[src/hw/rtl/kf2d_mul.sv]
module kf2d_mul (
  input  logic               clk,
  input  logic signed [32:0] a,
  input  logic signed [32:0] b,
  output logic signed [65:0] prod
);

  always_ff @(posedge clk) begin
    prod <= a * b;
  end

endmodule

[config.mk]
export PLATFORM = sky130hd
export DESIGN_NAME = kf2d_mul
export DESIGN_NICKNAME = d
export VERILOG_FILES = /design/src/hw/rtl/kf2d_mul.sv
export SDC_FILE = /design/constraint.sdc
export NUM_CORES = 2
export LEC_CHECK = 0
export BUFFER_PORTS_ARGS = -buffer_cell sky130_fd_sc_hd__buf_2
export CORE_MARGIN = 2
export CORE_UTILIZATION = 37
export CTS_BUF_LIST = sky130_fd_sc_hd__clkbuf_8 sky130_fd_sc_hd__clkbuf_16
export DETAILED_ROUTE_END_ITERATION = 7
export HOLD_SLACK_MARGIN = 0.12
export PLACE_DENSITY = 0.5
export SYNTH_ARGS = -nofsm -noshare
export SYNTH_HDL_FRONTEND = slang
export SYNTH_SLANG_ARGS = --single-unit
[constraint.sdc]
create_clock -name clk -period 17 [get_ports clk]
set_clock_uncertainty 0.15 [all_clocks]
set_input_delay 0.85 -clock clk [delete_from_list [all_inputs] [get_ports clk]]
set_output_delay 0.85 -clock clk [all_outputs]
set_load 0.01 [all_outputs]
==> flow_summary_export.csv <==
group,metric,value,unit
outcome,outcome,"finished clean",
cts,cts_buffer_depth,2,
synth,synth-xor-area-share,1.46,%
synth,syn_nets,5767,
floorplan,dieHeight,336,um
timing,timing.final.crit_share,53.4,%
route,route.detailed.drc,0,
synth,ys_warn_count,0,
floorplan,fp.dieW,336,um
critical_path,crit_required,17190,ps
timing,timing.setup.tns,0,ps
layout,regMostFlops,"prod",
cts,clock_tree.root_cell,"clkbuf_16",
synth,async_flop_share,0,%
critical_path,critPathMaxFanout,33,
critical_path,critPathMaxStageDelay,770,ps
floorplan,ioPinCount,133,
floorplan,initial_core_util,37.4,%
timing,slew_headroom,18.3,%
layout,layout.nets,5729,
critical_path,cp_data_arrival_time,9280,ps
layout,seqCellArea,1320,um^2
cts,cts_sinks,66,
hold_path,hold_path_class,"input pin to register",
critical_path,crit_type,"input pin to register",
synth,synthFlopType,"dfxtp_1",
critical_path,slowest_stage,"a21oi_1",
synth,synth.area.mux_share,0,%
synth,netlist_area,40700,um^2
global_routing,grt_usage,22.5,%
route,antenna_left,0,
synth,synthCells,4338,
critical_path,path_cells,"buf_2, nand2_1, fa_1, fa_1, fa_1, inv_1, fa_1, fa_1, fa_1, fa_1, inv_1, fa_1, inv_1, ha_1, a21oi_1, a21o_1, nand2_1, a2111oi_0, a21oi_1, a2111o_1, a21oi_1, xnor2_1",
route,drt-initial-drc-count,1377,
synth,synthSimpleGateAreaFrac,15.8,%
timing,worst_slew_pin_slew,1230,ps
global_routing,grt_overflow,0,
global_routing,grt_pass1_wl,190,mm
run,maxCapViolations,0,
synth,syn_avg_cell_area,9.39,um^2
synth,synth-compound-area-share,4.07,%
timing,slew_viol_final,0,
placed_design,place_congestion,0.837,
global_routing,grt_pass1_vias,31280,
layout,drive_gt1_share,5.23,%
synth,synth_edf_count,0,
route,dr_total_vias,27928,
global_routing,antenna_found_initial,11,
layout,syn_to_final_growth,5.41,%
route,drt-pass1-iter-count,5,
layout,reg.largest.list,"prod x66",
route,wirelength,119,mm
cts,clk_pin_slew_worst_paths,70,ps
layout,multi_input_area,34300,um^2
layout,largest_register_ffs,66,
timing,fmax,110,MHz
timing,rsz0062_at_grt,"false",
placed_design,hpwl,94.5,mm
synth,synth_cell_type_count,80,
cts,cts_tree,"done",
layout,fill_cells,11140,
global_routing,grt_start_max_net_pins,34,
cts,cts_hold_buf,0,
synth,yosysSeqAreaShare,3.24,%
timing,hold_viol,0,
timing,setup_ws,7910,ps
floorplan,core,109000,um^2
synth,synth_fa_ha_area_share,62.9,%
placed_design,pre_cts_ws,7550,ps
cts,cts_resized,0,
floorplan,dieArea,113000,um^2
synth,synth-seq-cells,66,
cts,cts_setup_buffers,0,
timing,setup_viol,0,
layout,final_util,39.4,%
critical_path,start_kind,"input pin",
route,routed_via_density,4.88,
critical_path,cp-end-kind,"register",
timing,finalCriticalPeriod,9090,ps
cts,cts_buffers,9,
critical_path,worst_path_most_repeated_cell,"fa_1",
floorplan,num_rows,121,
cts,ctsHtreeMaxLevel,3,
route,wl_per_cell,20.7,um
placed_design,portBuffers,132,
synth,synth_top_family_by_area,"adder cells",
==> path summary, 6_finish.rpt <==
check  startpoint                to  slack [ps]  cells past startpoint
min          b[0]   prod[0]$_DFF_P_         920                      3
max          b[9]  prod[53]$_DFF_P_        7910                     22
==> synth_stat cells (all sizes together) (3+ instances only) <==
| master | number | area [um^2] |
|---|---|---|
| a211o | 6 | 52.6 |
| a211oi | 11 | 110 |
| a21boi | 3 | 33.8 |
| a21o | 38 | 288 |
| a21oi | 61 | 328 |
| a221oi | 3 | 43.8 |
| a31oi | 9 | 62.6 |
| and2 | 563 | 3520 |
| and3 | 6 | 42.5 |
| and4 | 5 | 43.8 |
| buf | 13 | 70.1 |
| clkbuf | 208 | 781 |
| dfxtp | 66 | 1320 |
| fa | 1145 | 22900 |
| ha | 217 | 2720 |
| inv | 1131 | 4250 |
| nand2 | 551 | 2070 |
| nand2b | 12 | 75.1 |
| nand3 | 26 | 135 |
| nand4 | 12 | 81.3 |
| nor2 | 68 | 255 |
| nor2b | 5 | 31.3 |
| nor3 | 7 | 35.0 |
| nor4 | 3 | 33.8 |
| o211ai | 5 | 51.3 |
| o21a | 6 | 45.0 |
| o21ai | 33 | 173 |
| o21bai | 11 | 82.6 |
| o31ai | 7 | 104 |
| or2 | 3 | 18.8 |
| or3 | 3 | 18.8 |
| xnor2 | 43 | 377 |
| xor2 | 25 | 219 |
==> metrics by stage <==
| step | cell area (um^2) | std cells | hold WS, ps |
|---|---|---|---|
| finish | 42900 | 5725 | 918 |
| floorplan | 40700 | 4338 | 827 |
| detailed placement | 42600 | 5703 | 1090 |
| CTS | 42900 | 5719 | 887 |
| global placement | 42600 | 5703 | 1100 |
| global route | 42900 | 5720 | 915 |
==> area by class of cell <==
class | instances | share of cell area [%]
Multi-Input combinational cell | 2920 | 79.9
Antenna cell | 6 | 0.0350
Clock inverter | 5 | 0.125
Inverter | 1131 | 9.89
Clock buffer | 11 | 0.589
Sequential cell | 66 | 3.08
Tap cell | 1414 | 4.12
Timing Repair Buffer | 172 | 2.24
==> cell families after synthesis <==
family,Yosys count
compound gates,219
xor+xnor,68
fa+ha+maj,1362
buf+inv,1352
flops,66
simple gates,1271
==> critical path, delay by kind of cell <==
kind,cells,cell delay [ps]
XOR/XNOR,1,140
AO/OA/AOI/OAI,6,2540
AND/OR/NAND/NOR,2,280
buffers and inverters,4,920
adder cells (fa/ha/maj),9,4480
==> per-layer routing <==
metal | track usage, % | part of all wire [%] | up-vias
met5 | 0 | 0.035 | -
met4 | 5.65 | 2.4 | 6
met3 | 3.71 | 5.3 | 128
met2 | 38.4 | 50 | 562
met1 | 29.7 | 42 | 14964
li1 | - | - | 12268
==> placed cells by master, fill, tap and decap left out, drive strengths merged, types with 7 or more instances in the layout <==
cell type	count
fa	1145
a21oi	61
a31oi	9
dfxtp	66
xnor2	43
ha	217
o31ai	7
a21o	38
nand4	12
nor2	68
inv	1132
a211oi	11
buf	172
xor2	25
nand2b	12
clkbuf	11
nor3	7
nand2	551
o21ai	33
and2	563
o21bai	11
nand3	26
Power is left out: the tool's default activity adds up to more than one toggle a clock period on the data nets, which glitch-free logic cannot reach.
