$ cat src/hw/rtl/kf2d_div.sv
module kf2d_div #(
  parameter int unsigned QW = 17
) (
  input  logic          clk,
  input  logic          rst,
  input  logic          start,
  input  logic [31:0]   num,
  input  logic [32:0]   den,
  output logic          done,
  output logic [QW-1:0] quot
);

  localparam int unsigned CW = $clog2(QW + 1);

  logic [33:0]   rem;
  logic [32:0]   den_r;
  logic [CW-1:0] cnt;
  logic          run;
  logic          ge;
  logic [33:0]   rem_sub;

  always_comb begin
    ge      = rem >= {1'b0, den_r};
    rem_sub = ge ? (rem - {1'b0, den_r}) : rem;
  end

  always_ff @(posedge clk) begin
    if (rst) begin
      run  <= 1'b0;
      done <= 1'b0;
    end else begin
      done <= 1'b0;
      if (start) begin
        run <= 1'b1;
      end else if (run) begin
        if (cnt == CW'(1)) begin
          run  <= 1'b0;
          done <= 1'b1;
        end
      end
    end
  end

  always_ff @(posedge clk) begin
    if (start) begin
      rem   <= {2'b00, num};
      den_r <= den;
      cnt   <= CW'(QW);
      quot  <= '0;
    end else if (run) begin
      rem  <= {rem_sub[32:0], 1'b0};
      quot <= {quot[QW-2:0], ge};
      cnt  <= cnt - CW'(1);
    end
  end

endmodule

$ cat config.mk
export PLATFORM = sky130hd
export DESIGN_NAME = kf2d_div
export DESIGN_NICKNAME = d
export VERILOG_FILES = /design/src/hw/rtl/kf2d_div.sv
export SDC_FILE = /design/constraint.sdc
export NUM_CORES = 1
export LEC_CHECK = 0
export BUFFER_PORTS_ARGS = -buffer_cell sky130_fd_sc_hd__buf_4
export CAP_MARGIN = 20
export CORE_UTILIZATION = 30
export CTS_CLUSTER_DIAMETER = 40
export DETAILED_ROUTE_END_ITERATION = 16
export PLACE_DENSITY = 0.5
export SYNTH_ARGS = -nofsm -noshare
export SYNTH_HDL_FRONTEND = slang
export SYNTH_SLANG_ARGS = --single-unit
$ cat constraint.sdc
create_clock -name clk -period 10.21 [get_ports clk]
set_input_delay 2.042 -clock clk [delete_from_list [all_inputs] [get_ports clk]]
set_output_delay 2.042 -clock clk [all_outputs]
set_load 0.05 [all_outputs]
==> flow_summary.json <==
{
  "vias": 4110,
  "hold_violations": 0,
  "synth_cells": 528,
  "clk_pin_slew_worst_paths_ns": 0.07,
  "ys_seq_area_frac": 0.439,
  "cp.arrival_ns": 4.08,
  "route.detailed.drc": 1,
  "r2r_slack_ns": 6.22,
  "drive_gt1_frac": 0.258,
  "finalCriticalPeriod_ns": 3.99,
  "cts_tree": "built",
  "outcome": "complete, but fails checks",
  "rsz0062_at_grt": "false",
  "htreeDepth": 3,
  "synth_cell_types": 64,
  "cp_max_fo": 20,
  "portBuffers": 85,
  "dp_slack_ns": 6.21,
  "dieWidth_um": 139,
  "p_per_area_nw_per_um2": 200,
  "row_count": 49,
  "clkSinkCount": 91,
  "die_area_um2": 19300,
  "drt_pass1_iterations": 12,
  "synth_flop_cell": "edfxtp_1",
  "grt_pass1_wl_um": 21600,
  "grt_pass1_vias": 4311,
  "routabilityCongestion": 0.806,
  "clk_latency_ns": 0.35,
  "worstHoldStart": "cnt[1]",
  "start_util": 0.310,
  "setup_ws_ns": 6.22,
  "post_cts_buffers": 0,
  "holdBufCountCts": 0,
  "syn_area_um2": 5640,
  "fin_nets": 712,
  "endpoint_kind": "flip-flop",
  "synth-async-reset-ratio": 0,
  "core-area_um2": 18200,
  "worstPathRequired_ns": 10.31,
  "synth_fa_ha_area_frac": 0.0812,
  "multiInputGateArea_um2": 2860,
  "diodes": 0,
  "synth.most_common_cell": "edfxtp_1",
  "grt_max_degree": 74,
  "synth_edf_count": 65,
  "dp_hpwl_um": 9240,
  "holdPathStages": 2,
  "setup_viol_count_final": 0,
  "area.sequential_um2": 2470,
  "clockBufferDepth": 2,
  "die_h_um": 139,
  "yosysWarnings": 0,
  "drv_cap": 0,
  "ys_top_cells_by_area": "edfxtp_1, dfxtp_1, ha_1, mux2_2, xnor2_1",
  "numCtsBuffers": 9,
  "areaGrowthSynthToFinish_pct": 19.9,
  "wl_per_cell_um": 15.1,
  "violations": "design-rule violations",
  "tightest_slew_ns": 0.875,
  "finalCritPeriodShare": 0.390,
  "syn_avg_cell_area_um2": 10.7,
  "muxShareOfSynthArea": 0.116,
  "ir_worst_vdd_mv": 0.105,
  "grt-ovfl-total": 0,
  "p_leak_nw": 2.84,
  "ant_nets": 0,
  "synth_top_cell_area_share": 0.346,
  "start_kind": "flip-flop",
  "ctsResizeCount": 0,
  "n_fill_cell": 1806,
  "ys_ff_latch": 91,
  "routed_wl_um": 12700,
  "slew_viol_final": 0,
  "io_pins": 86,
  "drt-initial-drc-count": 205,
  "reg2reg_to": "rem[22]",
  "fin_area_um2": 6760,
  "worstSetupPathType": "flip-flop to flip-flop",
  "fin_worst_skew_ns": 0.0118,
  "reg2reg_from": "rem[21]",
  "synth_compound_area_frac": 0.137,
  "holdPathEnd": "cnt[1]",
  "placed_cell_area_um2": 6460,
  "fin_setup_tns_ns": 0,
  "hp-class": "flip-flop to flip-flop",
  "synth_commonest_cells": "edfxtp_1, inv_1, a21oi_1",
  "grt_usage": 0.140,
  "fmax_ghz": 0.251,
  "yosys.area_share.simple": 0.124,
  "synth_top_family_by_area": "compound AO/OA/AOI/OAI gates",
  "relSlewSlack": 0.417,
  "synth_xor_area_frac": 0.0497,
  "r2r_cells": 11,
  "cts_root_buf": "clkbuf_16",
  "antenna_found_initial": 0,
  "synth_nets": 632,
  "synth_top_cell_by_area": "edfxtp_1",
  "via_per_inst": 4.88
}
cell type report:
class	instances	share of cell area
sequential	91	0.366
clock buffer	11	0.0378
multi-input combinational	371	0.424
tap	229	0.0424
inverter	47	0.0261
timing repair buffer	88	0.0978
clock inverter	5	0.00611
critical path: stages (launching register included):
cell,delay (ns)
edfxtp_1,0.40
ha_1,0.44
nand3_1,0.17
nor2_1,0.34
nand3_1,0.13
nor3_1,0.31
nor2_4,0.07
a21oi_4,0.25
or2_1,0.61
buf_4,0.42
mux2_4,0.33
mux2_2,0.26
cells by family after synthesis:
family          count (synthesis)
simple gates                  129
flops                          91
buf+inv                        66
fa+ha+maj                      36
mux                            56
compound gates                118
xor+xnor                       32
worst max path at each step:
| stage | slack [ns] | cells past startpoint | startpoint | to |
|---|---|---|---|---|
| global placement | 6.29 | 2 | start | rem[21] |
| finish | 6.22 | 11 | rem[21] | rem[22] |
| detailed placement | 6.21 | 11 | rem[21] | rem[22] |
| CTS | 6.19 | 11 | rem[21] | rem[22] |
| floorplan | 6.78 | 3 | start | rem[0] |
| global route | 5.93 | 11 | rem[22] | rem[22] |
state kept, by name, indices dropped and copies added (netlist names):
name / cells
cnt: 5
den_r: 33
done: 1
quot: 17
rem: 34
run: 1
metal layers:
metal / vias up / track usage / share of wire
met3: 10 / 0.0338 / 0.036
li1: 2084 / - / -
met2: 65 / 0.231 / 0.47
met1: 1951 / 0.182 / 0.48
met5: - / 0 / 0
met4: 0 / 0.0404 / 0.012
power breakdown:
group          switching, W  internal (W)  total (W)
combinational      0.000277      0.000257   0.000533
sequential        0.0000231      0.000453   0.000476
clock              0.000155      0.000184   0.000339
total              0.000455      0.000893    0.00135
metrics by stage:
stage | instances | utilization | power [W] | hold slack, ns
after floorplan | 528 | - | 0.000910 | 0.459
after detailed placement | 826 | 0.355 | 0.00102 | 0.482
after global placement | 826 | 0.355 | 0.00101 | 0.469
after global routing | 842 | 0.371 | 0.00145 | 0.526
final | 842 | 0.371 | 0.00135 | 0.495
after CTS | 842 | 0.371 | 0.00136 | 0.490
layout by cell type (no fill, tap or decap), types with 9 or more instances in the layout:
master,netlist,final
edfxtp_1,65,65
nor3_1,12,12
mux2_4,12,12
mux2_2,26,26
ha_1,35,35
nor2_1,35,35
xor2_1,10,10
nand2_1,19,19
inv_1,47,47
o21ai_0,25,25
nand3_1,9,9
a21oi_1,36,36
nand2b_1,9,9
mux2i_1,18,18
clkbuf_16,0,10
a21o_1,9,9
dfxtp_1,26,26
xnor2_1,22,22
buf_4,0,88
Note: power is estimated with default switching activity, not from simulation.
