## src/hw/rtl/kf2d_pkg.sv

```systemverilog
package kf2d_pkg;

  typedef enum logic [2:0] {
    ST_IDLE,
    ST_MUL,
    ST_RND,
    ST_ACC,
    ST_DIV_LOAD,
    ST_DIV,
    ST_FINISH
  } state_t;

  typedef enum logic [2:0] {
    OP_EX,
    OP_EY,
    OP_COV,
    OP_PX,
    OP_PY
  } op_t;

  typedef struct packed {
    logic clr_gain;
    logic clr_all;
  } cfg_evt_t;

  localparam int unsigned ADDR_W = 4;

  localparam logic [1:0] REG_PROC_VAR = 2'd0;
  localparam logic [1:0] REG_MEAS_VAR = 2'd1;
  localparam logic [1:0] REG_STEP_INT = 2'd2;

endpackage

```

## src/hw/rtl/kf2d_regs.sv

```systemverilog
module kf2d_regs #(
  parameter logic [31:0] Q_RESET = 32'd3932,
  parameter logic [31:0] R_RESET = 32'd19661,
  parameter logic [31:0] T_RESET = 32'd164
) (
  input  logic                       clk,
  input  logic                       rst,
  input  logic                       psel,
  input  logic                       penable,
  input  logic                       pwrite,
  input  logic [kf2d_pkg::ADDR_W-1:0] paddr,
  input  logic [31:0]                pwdata,
  output logic [31:0]                prdata,
  output logic [31:0]                proc_var,
  output logic [31:0]                meas_var,
  output logic [31:0]                step_int,
  output kf2d_pkg::cfg_evt_t         evt
);

  import kf2d_pkg::*;

  logic       wr;
  logic [1:0] idx;

  assign wr  = psel && penable && pwrite;
  assign idx = paddr[3:2];

  always_comb begin
    evt.clr_gain = 1'b0;
    evt.clr_all  = 1'b0;
    if (wr) begin
      case (idx)
        REG_PROC_VAR: evt.clr_gain = 1'b1;
        REG_MEAS_VAR: evt.clr_gain = 1'b1;
        REG_STEP_INT: evt.clr_all  = 1'b1;
        default:      evt.clr_all  = 1'b0;
      endcase
    end
  end

  always_ff @(posedge clk) begin
    if (rst) begin
      proc_var <= Q_RESET;
      meas_var <= R_RESET;
      step_int <= T_RESET;
    end else if (wr) begin
      case (idx)
        REG_PROC_VAR: proc_var <= pwdata;
        REG_MEAS_VAR: meas_var <= pwdata;
        REG_STEP_INT: begin
          step_int <= pwdata;
          proc_var <= Q_RESET;
          meas_var <= R_RESET;
        end
        default: proc_var <= proc_var;
      endcase
    end
  end

  always_comb begin
    case (idx)
      REG_PROC_VAR: prdata = proc_var;
      REG_MEAS_VAR: prdata = meas_var;
      REG_STEP_INT: prdata = step_int;
      default:      prdata = 32'd0;
    endcase
  end

endmodule

```

## config.mk

```make
export PLATFORM = sky130hd
export DESIGN_NAME = kf2d_regs
export DESIGN_NICKNAME = d
export VERILOG_FILES = /design/src/hw/rtl/kf2d_pkg.sv /design/src/hw/rtl/kf2d_regs.sv
export SDC_FILE = /design/constraint.sdc
export NUM_CORES = 1
export LEC_CHECK = 0
export BUFFER_PORTS_ARGS = -buffer_cell sky130_fd_sc_hd__buf_2
export CORE_MARGIN = 2
export CORE_UTILIZATION = 54
export CTS_CLUSTER_SIZE = 24
export DETAILED_ROUTE_END_ITERATION = 12
export PLACE_DENSITY = 0.86
export SLEW_MARGIN = 5
export SYNTH_ARGS = -nofsm -noshare
export SYNTH_HDL_FRONTEND = slang
export SYNTH_SLANG_ARGS = --single-unit
```

## constraint.sdc

```tcl
create_clock -name clk -period 2.1 [get_ports clk]
set_clock_uncertainty 0.15 [all_clocks]
set_input_delay 0.21 -clock clk [delete_from_list [all_inputs] [get_ports clk]]
set_output_delay 0.21 -clock clk [all_outputs]
set_load 0.05 [all_outputs]
```

==> metrics.yaml, run 1 <==
nFillCells: 652
dp_slack_ns: 0.221
vias: 4326
clockBufferDepth: 2
dr.pass1.iters: 7
ir_drop_mv: 0.443
syn-num-nets: 528
routed_wirelength_um: 12900
reg2reg_depth: 2
critPathMostFrequentCell: "buf_2"
gr-total-overflow: 0
slowest_delay_ns: 0.45
drc: 0
cts_root_buf: "clkbuf_8"
start_kind: "primary input"
antenna_found_initial: 0
criticalPathCategory: "primary input to output pin"
grt_use_total_pct: 25.3
drt-initial-drc-count: 253
fin_total_pwr_mw: 3.77
fp.dieW_um: 98.2
slew_headroom_pct: 66.8
cts_max_level: 3
grt_setup_unrepaired: "no"
fin_crit_ns: 1.96
finalNetCount: 708
hold_class: "primary input to flip-flop"
grt_max_degree: 60
cts_tree: "done"
p_leak_nw: 2.98
worstMarginPinSlew_ns: 0.498
detail_route.wl_per_cell_um: 16.7
cp-end-kind: "output pin"
rows: 34
seq_area_frac_synth_pct: 40.1
ys_ff_latch: 96
numClockSinks: 96
whs_ns: 0.00754
setup_viol: 0
whs_path_depth: 3
ant_nets: 0
worstPathRequired_ns: 1.74
diodes: 0
cts_buffers: 9
viasPerCell: 5.58
path_cells: "buf_2, inv_1, ha_1, buf_4, a222oi_1, nor2_1, buf_2"
synth_cell_types: 19
drv_cap: 0
finalHoldViolations: 0
grt_pass1_wl_um: 19800
cp.arrival_ns: 1.60
fmax_ghz: 0.510
dieArea_mm2: 0.00964
critical_path.slowest_cell: "a222oi_1"
status: "completed"
area_growth_pct: 29.2
regArea_mm2: 0.00192
first_global_vias: 4170
worst_slack_ns: 0.138
clk_latency_ns: 0.34
tns_ns: 0
crit_path_max_fanout: 16
die_y_um: 98.2
place_hpwl_um: 8940
io_buffers: 168
synthCells: 482
start_util_pct: 55.2
cts.reportedPaths.clkPinSlew_ns: 0.09
utilization_pct: 71.3
netlist_area_mm2: 0.00479
core_mm2: 0.00868
slew_viol_final: 0
gp_congestion: 0.824
syn_area_per_cell_um2: 9.94
period_share_pct: 93.4
p_per_area_mw_per_mm2: 609
drive_gt1_share_pct: 31.6
pin_count: 171
multiInputGateArea_mm2: 0.00259
yosys_warnings: 0
[power by group]
part           switching [mW]  internal, mW  total, mW
Sequential             0.0258          1.85       1.88
Combinational           0.423         0.243      0.665
Clock                   0.611         0.615       1.23
Total                    1.06          2.71       3.77
[worst paths after layout]
kind	from	endpoint	slack [ns]
hold reg to reg	meas_var[28]$_SDFFE_PP0P_	meas_var[28]$_SDFFE_PP0P_	0.34
hold / removal	pwdata[0]	step_int[0]$_SDFFE_PP0P_	0.008
setup / recovery	paddr[2]	prdata[15]	0.14
setup reg to reg	proc_var[22]$_SDFFE_PP0P_	proc_var[22]$_SDFFE_PP0P_	1.25
[logic make-up (layout without fill, tap and decap cells)]
| logic type | after synthesis | count (layout) | share of synthesized area (%) |
|---|---|---|---|
| DFF | 96 | 96 | 40.1 |
| and+or+nand+nor | 201 | 201 | 25.0 |
| buffers and inverters | 49 | 234 | 5.83 |
| AOI/OAI and AO/OA | 35 | 35 | 7.71 |
| muxes | 96 | 96 | 20.1 |
| adders and majority gates | 5 | 5 | 1.31 |
[worst max-delay path: cells and delay by family]
family                     cells  cell delay [ns]
AOI/OAI and AO/OA              1             0.45
buffers and inverters          4             0.62
and+or+nand+nor                1             0.08
adders and majority gates      1             0.24
[cells in the final DEF (no fill, tap or decap)]
master | Yosys | layout
nand4_4 | 1 | 1
ha_2 | 0 | 1
dlygate4sd3_1 | 0 | 26
bufinv_16 | 0 | 1
clkbuf_1 | 26 | 2
o2111ai_4 | 1 | 1
or3b_2 | 3 | 3
dfxtp_1 | 96 | 96
clkbuf_8 | 0 | 11
ha_1 | 5 | 4
buf_2 | 13 | 167
inv_1 | 2 | 2
and4_1 | 2 | 1
or3b_1 | 24 | 24
o2111a_1 | 2 | 2
nor3_1 | 11 | 11
a222oi_1 | 32 | 32
clkinv_2 | 0 | 2
buf_4 | 2 | 18
nand2b_1 | 106 | 106
and4_2 | 0 | 1
nor2_1 | 54 | 54
mux2i_1 | 96 | 96
buf_12 | 3 | 5
[metrics by stage]
| stage | std cells | cell area [um^2] |
|---|---|---|
| finish | 775 | 6190 |
| global route | 775 | 6190 |
| CTS | 774 | 6180 |
| detailed placement | 733 | 5730 |
| global placement | 733 | 5730 |
| floorplan | 482 | 4790 |
[timing repair]
item	in CTS	in global routing
hold buffers	25	1
hold endpoints to repair	27	1
buffers inserted	0	0
resized for setup	0	0
[cell usage after synthesis]
cell / n / share of area (%)
nor3_1: 11 / 1.1
mux2i_1: 96 / 20
nand4_4: 1 / 0.44
inv_1: 2 / 0.16
buf_6: 3 / 0.71
clkbuf_1: 26 / 2.0
nor2_1: 54 / 4.2
nand2b_1: 106 / 14
buf_2: 13 / 1.4
buf_4: 2 / 0.31
and4_1: 2 / 0.37
dfxtp_1: 96 / 40
or3b_2: 3 / 0.55
or3b_1: 24 / 4.4
o2111a_1: 2 / 0.47
o2111ai_4: 1 / 0.55
ha_1: 5 / 1.3
buf_12: 3 / 1.3
a222oi_1: 32 / 6.7
[cell type report]
class                   count  area share [%]
well taps                 108            2.18
repair buffers            216            21.5
inverters                   2           0.121
clock buffers              13            2.57
multi-input cells         337            41.9
flip-flops and latches     96            31.1
clock inverters             3           0.647
[metal layers]
layer / wire (um) / share of wire [%] / up-vias / global-route usage (%)
met2: 6460 / 50 / 177 / 44.5
li1: - / - / 2068 / -
met3: 777 / 6.0 / 25 / 4.08
met1: 5360 / 42 / 2056 / 30.8
met5: 0 / 0 / - / 0
met4: 317 / 2.5 / 0 / 10.3
[flip-flops by register name, summed over array words and instances (netlist names)]
name / count
meas_var: 32
proc_var: 32
step_int: 32
Power figures use the tool's default switching activity.
==> run 2, diff against run 1 <==
- ABC_AREA: default -> 1
==> metrics.yaml, run 2 <==
place_hpwl_um: 8850  # -0.94%
drive_gt1_share_pct: 21.7  # -9.9 points
sequentialPowerShare_pct: 49.5  # -0.3 points
drc: 0  # unchanged
ys_ff_latch: 96  # unchanged
drv_cap: 0  # unchanged
intPower_mw: 2.59  # -4.5%
worstPathRequired_ns: 1.74  # about the same
numClockSinks: 96  # unchanged
hold_class: "primary input to flip-flop"
yosysMostFrequentCell: "nand2_1"
critical_path.slowest_cell: "buf_2"
clk_latency_ns: 0.36  # +0.02 ns
dieArea_mm2: 0.00957  # -0.68%
cts_tree: "done"
fin_cells: 1074  # +39%
ir_drop_mv: 0.378  # -15%
grt_setup_unrepaired: "no"
detail_route.wl_per_cell_um: 12.2  # -27%
top_regs: "meas_var: 32 flops, proc_var: 32 flops, step_int: 32 flops"
setup_viol: 0  # unchanged
ant_nets: 0  # unchanged
utilization_pct: 70.5  # -0.82 points
start_kind: "primary input"
finalNetCount: 1007  # +42%
grt_pass1_wl_um: 21600  # +9.0%
rows: 34  # unchanged
area_growth_pct: 28.0
synthTopCellsByArea: "dfxtp_1 40%, nand2_1 27%, nor2_1 12%"
cts_root_buf: "clkbuf_8"
slowest_delay_ns: 0.26  # -0.19 ns
crit_path_max_fanout: 31  # +15
layout_common_cells: "340 x nand2_1, 168 x buf_2, 158 x nor2_1, 96 x dfxtp_1, 81 x inv_1"
whs_path_depth: 5  # +2
antenna_found_initial: 0  # unchanged
dp_cells: 1042  # +42%
tns_ns: 0  # unchanged
io_buffers: 168  # unchanged
start_util_pct: 55.1  # -0.12 points
netlist_area_mm2: 0.00476  # -0.71%
period_share_pct: 85.0  # -8.4 points
viasPerCell: 4.79  # -14%
synthCells: 790  # +64%
syn-num-nets: 836  # +58%
dr.pass1.iters: 6  # -1
cts_resized: 0  # unchanged
routed_wirelength_um: 13100  # +1.1%
combPwrFrac_pct: 22.4  # +4.7 points
drt-initial-drc-count: 270  # +6.7%
criticalPathCategory: "primary input to output pin"
p_sw_mw: 1.30  # +23%
cp-end-kind: "output pin"
synth_edf_count: 0  # unchanged
pin_count: 171  # unchanged
grt_max_degree: 97  # +62%
synth_cell_types: 20  # +1
core_mm2: 0.00864  # -0.49%
clkPwrFrac_pct: 28.1  # -4.4 points
slew_viol_final: 0  # unchanged
slew_headroom_pct: 72.0  # +5.1 points
first_global_vias: 4630  # +11%
fmax_ghz: 0.560  # +9.9%
p_per_area_mw_per_mm2: 639  # +4.9%
whs_ns: 0.0159  # +0.00833 ns
worstMarginPinSlew_ns: 0.420  # -0.0781 ns
clockBufferDepth: 2  # unchanged
cts_max_level: 3  # unchanged
gp_congestion: 0.825  # +0.15%
die_y_um: 97.8  # -0.34%
synth_top_area_share_pct: 40.4  # +0.29 points
async_flop_share_pct: 0  # unchanged
diodes: 0  # unchanged
synth_ff_type: "dfxtp_1"
swShare_pct: 33.5  # +5.4 points
status: "completed"
reg2reg_depth: 3  # +1
layout_commonest_cell: "nand2_1"
fp.dieW_um: 97.8  # -0.34%
cts_buffers: 9  # unchanged
grt_use_total_pct: 27.4  # +2.1 points
yosys_warnings: 0  # unchanged
p_leak_nw: 3.49  # +17%
path_cells: "buf_2, inv_1, ha_2, buf_12, nand2_1, o211ai_1, nand2_1, inv_1, buf_2"
seq_area_frac_synth_pct: 40.4  # +0.29 points
syn_area_per_cell_um2: 6.02  # -39%
cp.arrival_ns: 1.42  # -0.18 ns
gr-total-overflow: 0  # unchanged
finalHoldViolations: 0  # unchanged
cts.reportedPaths.clkPinSlew_ns: 0.09  # about the same
vias: 5147  # +19%
fin_crit_ns: 1.78  # -0.177 ns
synth.largest_area_cell: "dfxtp_1"
netlist_top_cells_count: "340 x nand2_1, 158 x nor2_1, 96 x dfxtp_1, 81 x inv_1, 46 x nand3_1"
==> run 2: cell families (layout without fill, tap and decap cells) <==
kind of cell / Yosys count / after routing / synth area share, %
DFF: 96 / 96 / 40.4
buffers and inverters: 126 / 302 / 10.9
and+or+nand+nor: 552 / 552 / 45.9
adders and majority gates: 5 / 5 / 1.32
AOI/OAI and AO/OA: 11 / 11 / 1.53
==> run 2: cell type report <==
cell class | instances | area, um^2
inverters | 82 | 308
clock buffers | 12 | 145
fillers | 800 | 2550
repair buffers | 204 | 1230
multi-input cells | 568 | 2320
clock inverters | 4 | 30.0
well taps | 108 | 135
flip-flops and latches | 96 | 1920
==> run 2: metal layers <==
layer	part of all wire (%)	vias to the layer above	GRT usage [%]
met2	47	192	45.5
met1	43	2245	35.2
li1	-	2682	-
met3	6.9	28	4.22
met5	0	-	0
met4	2.5	0	12.8
==> run 2: path summary, 6_finish.rpt <==
check	start	end	slack [ns]
setup / recovery	paddr[2]	prdata[23]	0.32
hold reg to reg	proc_var[8]$_SDFFE_PP1P_	proc_var[8]$_SDFFE_PP1P_	0.35
hold / removal	pwdata[15]	step_int[15]$_SDFFE_PP0P_	0.02
setup reg to reg	proc_var[23]$_SDFFE_PP0P_	proc_var[23]$_SDFFE_PP0P_	1.19
==> run 2: per-stage QoR <==
step / cell area [um^2] / worst slack (ns) / power (mW)
6_report: 6090 / 0.315 / 3.89
5_1_grt: 6090 / 0.174 / 4.07
2_1_floorplan: 4760 / 0.0478 / 2.58
3_3_place_gp: 5750 / 0.336 / 2.80
3_5_place_dp: 5750 / 0.310 / 2.81
4_1_cts: 6090 / 0.312 / 3.92
==> run 2: power by group through the flow <==
stage                     logic [mW]  clock network, mW  registers, mW
final                          0.871               1.09           1.92
after global routing           0.947               1.19           1.93
after CTS                      0.870               1.12           1.92
after detailed placement       0.846                  0           1.97
after global placement         0.837                  0           1.96
after floorplan                0.412                  0           2.17
==> run 2: repair_timing <==
action	in CTS	in global routing
setup buffers	0	0
hold endpoints to repair	17	0
hold buffers	16	0
==> run 2: worst max-delay path, delay by kind of cell <==
family          cells  cell delay (ns)
buf+inv             5             0.75
fa+ha+maj           1             0.21
simple gates        2             0.15
compound gates      1             0.09
